==> src/hdl/qrm_pkg.sv <==
// Shared types and constants for the quaternion to rotation matrix block.
package qrm_pkg;

  localparam int FIELD_W        = 16;
  localparam int COMP_WIDTH_DEF = 16;
  localparam int PROD_W         = 2 * FIELD_W;
  localparam int SUM_W          = PROD_W + 1;
  localparam int NUM_W          = PROD_W + 2;
  localparam int QUO_W          = 15;
  localparam int DVD_W          = SUM_W + QUO_W + 1;
  localparam int DEN_W          = SUM_W + 1;
  localparam int REM_W          = DEN_W + 1;
  localparam int OUT_W          = 16;
  localparam int N_ENTRY        = 9;
  localparam int IN_DATA_W      = 4 * FIELD_W;
  localparam int OUT_DATA_W     = N_ENTRY * OUT_W;
  localparam logic [OUT_W-1:0] ONE_Q14 = 16'd16384;

  typedef struct packed {
    logic signed [PROD_W-1:0] ww;
    logic signed [PROD_W-1:0] xx;
    logic signed [PROD_W-1:0] yy;
    logic signed [PROD_W-1:0] zz;
    logic signed [PROD_W-1:0] xy;
    logic signed [PROD_W-1:0] zw;
    logic signed [PROD_W-1:0] xz;
    logic signed [PROD_W-1:0] yw;
    logic signed [PROD_W-1:0] yz;
    logic signed [PROD_W-1:0] xw;
  } prod_t;

endpackage

==> src/hdl/qrm_fifo.sv <==
// Two-entry queue between the front and back parts.
module qrm_fifo import qrm_pkg::*; (
  input  logic  clk_i,
  input  logic  rst_ni,
  input  logic  push_valid_i,
  output logic  push_ready_o,
  input  prod_t push_data_i,
  output logic  pop_valid_o,
  input  logic  pop_ready_i,
  output prod_t pop_data_o
);

  prod_t      mem_q [2];
  logic       wr_q, rd_q;
  logic [1:0] cnt_q;
  logic       push, pop;

  assign push_ready_o = (cnt_q != 2'd2);
  assign pop_valid_o  = (cnt_q != 2'd0);
  assign pop_data_o   = mem_q[rd_q];
  assign push = push_valid_i && push_ready_o;
  assign pop  = pop_valid_o && pop_ready_i;

  always_ff @(posedge clk_i or negedge rst_ni) begin
    if (!rst_ni) begin
      wr_q  <= 1'b0;
      rd_q  <= 1'b0;
      cnt_q <= 2'd0;
    end else begin
      if (push) wr_q <= !wr_q;
      if (pop) rd_q <= !rd_q;
      cnt_q <= cnt_q + 2'(push) - 2'(pop);
    end
  end

  always_ff @(posedge clk_i) begin
    if (push) begin
      mem_q[wr_q] <= push_data_i;
    end
  end

endmodule

==> config.mk <==
export PLATFORM = sky130hd
export DESIGN_NAME = qrm_fifo
export DESIGN_NICKNAME = d
export VERILOG_FILES = /design/src/hdl/qrm_pkg.sv /design/src/hdl/qrm_fifo.sv
export SDC_FILE = /design/constraint.sdc
export NUM_CORES = 1
export LEC_CHECK = 0
export ABC_AREA = 1
export BUFFER_PORTS_ARGS = -buffer_cell sky130_fd_sc_hd__buf_2
export CAP_MARGIN = 20
export CORE_AREA = 2 2 250 252
export CTS_CLUSTER_SIZE = 8
export DETAILED_ROUTE_END_ITERATION = 8
export DIE_AREA = 0 0 252 254
export HOLD_SLACK_MARGIN = 0.06
export PLACE_DENSITY = 0.6
export SLEW_MARGIN = 15
export SYNTH_ARGS = -nofsm -noshare
export SYNTH_HDL_FRONTEND = slang
export SYNTH_SLANG_ARGS = --single-unit
==> constraint.sdc <==
create_clock -name clk_i -period 18.9 [get_ports clk_i]
set_input_delay 3.78 -clock clk_i [delete_from_list [all_inputs] [get_ports clk_i]]
set_output_delay 3.78 -clock clk_i [all_outputs]
set_load 0.02 [all_outputs]
# Word-level counts from Yosys, hierarchy flattened
# Memories as Yosys holds them, arrays and structs flattened.
# Index checks and enable logic that the tools add are counted.
[totals]
regBits = 4
ramBits = 640
rom_bits = 0
word_cells = 14
in_bits = 324
out_inout_bits = 322
mem_count = 1
latchBits = 0
[classes]
n_eq_ne = 1
n_reduce_logical = 5
n_shift = 0
n_bitwise = 0
n_div = 0
multipliers = 0
muxes = 2
n_addsub = 2
magnitude_cmp = 0
[mem_list]
columns = ["memory", "depth", "word_bits", "read_ports", "rd_clocked_by_memory_dff", "wr", "line", "rtl"]
rows = [
  ["mem_q", 2, 320, 1, 0, 1, "qrm_fifo.sv:13", "prod_t mem_q [2];"],
]
[ops]
columns = ["operator", "n"]
rows = [
  ["$add A2 B1 Y2", 1],
  ["$logic_and A1 B1 Y1", 2],
  ["$logic_not A1 Y1", 2],
  ["$mux W1", 2],
  ["$ne A2 B2 Y1 const B", 1],
  ["$reduce_bool A2 Y1", 1],
  ["$sub A2 B1 Y2", 1],
]

# Depth between registers and ports, before layout
[logic_depth]
ltp_word = 4
mapped_depth = 12

# Worst setup path after synthesis
# OpenSTA, ideal clock, no wires.
[synth_timing]
kind = "input to register"
startpoint = "input port push_valid_i"
endpoint = "memory mem_q[1][0] in the netlist's numbering (enable)"
t_arrival_ps = 17160
path_stages = 2
slack_ps = 730
n_path_buf = 0
setup_ps = 1011
cell_sequence = "nand2_1 > nor2_1"
[synth_via]
elab_chain_len = 3
[synth_lines]
columns = ["element", "line", "rtl"]
rows = [
  ["from (decl)", "qrm_fifo.sv:5", "input logic push_valid_i,"],
  ["$logic_and A1 B1 Y1", "qrm_fifo.sv:21", "assign push = push_valid_i && push_ready_o;"],
  ["$mux W1", "qrm_fifo.sv:37", "if (push) begin"],
  ["$mux W1 (implied by the code)", "qrm_fifo.sv:38", "mem_q[wr_q] <= push_data_i;"],
  ["to (decl)", "qrm_fifo.sv:13", ""],
]
# Every way passes these cells.

==> out/metrics.csv <==
metric,value,unit
num_vias,14910,
place_hpwl,40.76,mm
grt_usage,18.52,%
cpMostUsedCell,nand2_1,
yosysSeqAreaShare,81.94,%
path_buf_inv,3,
globalplace.congestion,0.8349,
dieHeight,254,um
finalCritPeriodShare,37.74,%
maxUsedRoutingLayer,met5,
clkTransAtPathRegs,0.05,ns
leakage,12.80,nW
setup_viol,0,
hold_violations,0,
cp.required,15.12,ns
syn2layout_area_growth,27.12,%
syn_area,0.02358,mm^2
path_max_fanout,170,
rows,91,
coreArea,0.06126,mm^2
instances_no_fill,3207,
wl_met3,6.766,mm
post-route-min-period,7.133,ns
yosysWarnings,0,
tightest_slew,1.116,ns
synth_area_leaders,"edfxtp_1, nand2_1, buf_6, buf_2, dfrtp_1",
crit_chain,inv_8 -> buf_12 -> nand2_1 -> nand2_1 -> buf_2,
clkPwrFrac,27.3,%
route.detailed.drc,0,
cpPeakStageDelay,0.76,ns
drv_cap,0,
crit_path_start_kind,flip-flop,
outcome,"finished, final reports clean",
wl,61.44,mm
clockBufferDepth,3,
syn_inst,1703,
numCtsBuffers,91,
layout_setup_ws,11.77,ns
fin_skew,0.03239,ns
endpoint_kind,primary output,
synth_top_cell_by_area,edfxtp_1,
hold_buffers,0,
hold_path.class,reg -> reg,
layout.nets,2707,
critical-path-top-delay-family,buffers and inverters,
hold_ws,0.5730,ns
hp-start,cnt_q[0],
wl_met2,29.45,mm
synth_nets,2028,
preCtsSetupSlack,11.18,ns
slowest_stage,dfrtp_4,
p_per_area,177.0,mW/mm^2
firstDrtPassIters,5,
synth-seq-cells,644,
cts_setup_buffers,0,
io_pins,646,
internal-power,3.296,mW
final_cell_mix,"nand2_1, buf_2, edfxtp_1, clkbuf_16, clkbuf_1",
setup_tns,0,ns
cts_root_buffer,clkbuf_16,
grt_start_max_net_pins,191,
htreeDepth,3,
sw_frac_of_total,37.88,%
cts.sink_count,644,
die_x,252,um
rsz0062_at_grt,no,
r2r-start,cnt_q[1],
ant_nets,0,
post_cts_resized,0,
p_sw,2.009,mW
cts_tree,built,
initial_core_util,38.49,%
die_area,0.06401,mm^2
p_comb_share,34.2,%
clk_latency,0.63,ns
post_drt_via_cell_ratio,4.648,
routedWlPerCell,19.16,um
ys_types,15,
met1_length,22.95,mm
grt_pass1_wl,88.69,mm
overflow,0,
layout_commonest_cell,nand2_1,
antenna_found_initial,33,
critPathArrivalTime,3.35,ns
drtIter0Drc,935,
synth.avg_cell_area,13.84,um^2
seqPwrFrac,38.5,%
finalPower,5.305,mW
slew_viol_final,0,
drive_gt1_share,31.68,%
max_freq,140.2,MHz
numPortBuffers,645,
vdd_drop_max,0.1364,mV
path_class,reg -> out,
setup.worst_path.start,rd_q,
grt_pass1_vias,14820,
yosysTopAreaCellShare,81.51,%
dp.cells,3079,
relSlewSlack,25.59,%
Yosys cell counts:
cell type  number
a21oi_1         1
buf_2          33
buf_4          13
buf_6          23
clkbuf_1        2
dfrtp_1         4
edfxtp_1      640
ha_1            1
inv_1           7
inv_4           1
nand2_1       969
nand3_1         2
nor2_1          5
o21ai_0         1
xor2_1          1
worst register-to-register path: stages (launching register included):
cell and delay (ns):
dfrtp_1 0.42, nand2_1 0.15, nand2_1 0.18, nor2_4 0.51, buf_4 0.88, buf_4 0.88
buf_4 0.77
state kept, by name, summed over array words and instances (netlist names):
| name | cells |
|---|---|
| cnt_q | 2 |
| mem_q | 640 |
| rd_q | 1 |
| wr_q | 1 |
path summary, 6_finish.rpt:
kind                       depth (start not counted)  slack (ns)               to
setup / recovery                                   5       11.77  pop_data_o[318]
hold / removal                                     1        0.57         cnt_q[0]
setup reg to reg                                   6       14.70    mem_q[1][267]
hold reg to reg                                    1        0.57         cnt_q[0]
max in group asynchronous                          1       15.80             rd_q
min in group asynchronous                          1        2.95         cnt_q[0]
routing by layer:
layer  track usage (%)  vias up
met5                 0        -
met4             8.318       38
met3             8.348      137
met2             30.11      583
met1             21.02     7038
li1                  -     7109
kinds of logic (layout without fill, tap and decap cells):
family                   after synthesis  after routing  share of synthesized area [%]
buffers and inverters                 79            778                          2.383
adder cells (fa/ha/maj)                1              1                        0.05306
AO/OA/AOI/OAI                          2              2                        0.04241
XOR/XNOR                               1              1                        0.03715
flip-flops                           644            644                          81.94
other                                  0             15                              0
AND/OR/NAND/NOR                      976            976                          15.55
metrics by stage:
stage | utilization [%] | area (um^2)
3_3_place_gp | 44.76 | 27420
6_report | 48.93 | 29970
4_1_cts | 48.87 | 29940
5_1_grt | 48.90 | 29960
3_5_place_dp | 44.76 | 27420
2_1_floorplan | - | 23580
area by class of cell:
cell class	instances	area, um^2
multi-input combinational	980	3712
clock inverter	8	157.7
tap	790	988.4
antenna	15	37.54
fill	5336	31280
timing repair buffer	657	3356
sequential	644	19320
clock buffer	105	2361
inverter	8	37.54
power by group through the flow:
| stage | Sequential [mW] | Combinational [mW] | Clock (mW) |
|---|---|---|---|
| floorplan | 2.22 | 1.18 | 0 |
| global placement | 2.06 | 1.83 | 0 |
| detailed placement | 2.07 | 1.84 | 0 |
| CTS | 2.05 | 1.85 | 1.49 |
| global route | 2.07 | 1.97 | 1.54 |
| finish | 2.04 | 1.81 | 1.45 |
Power figures use the tool's default switching activity.
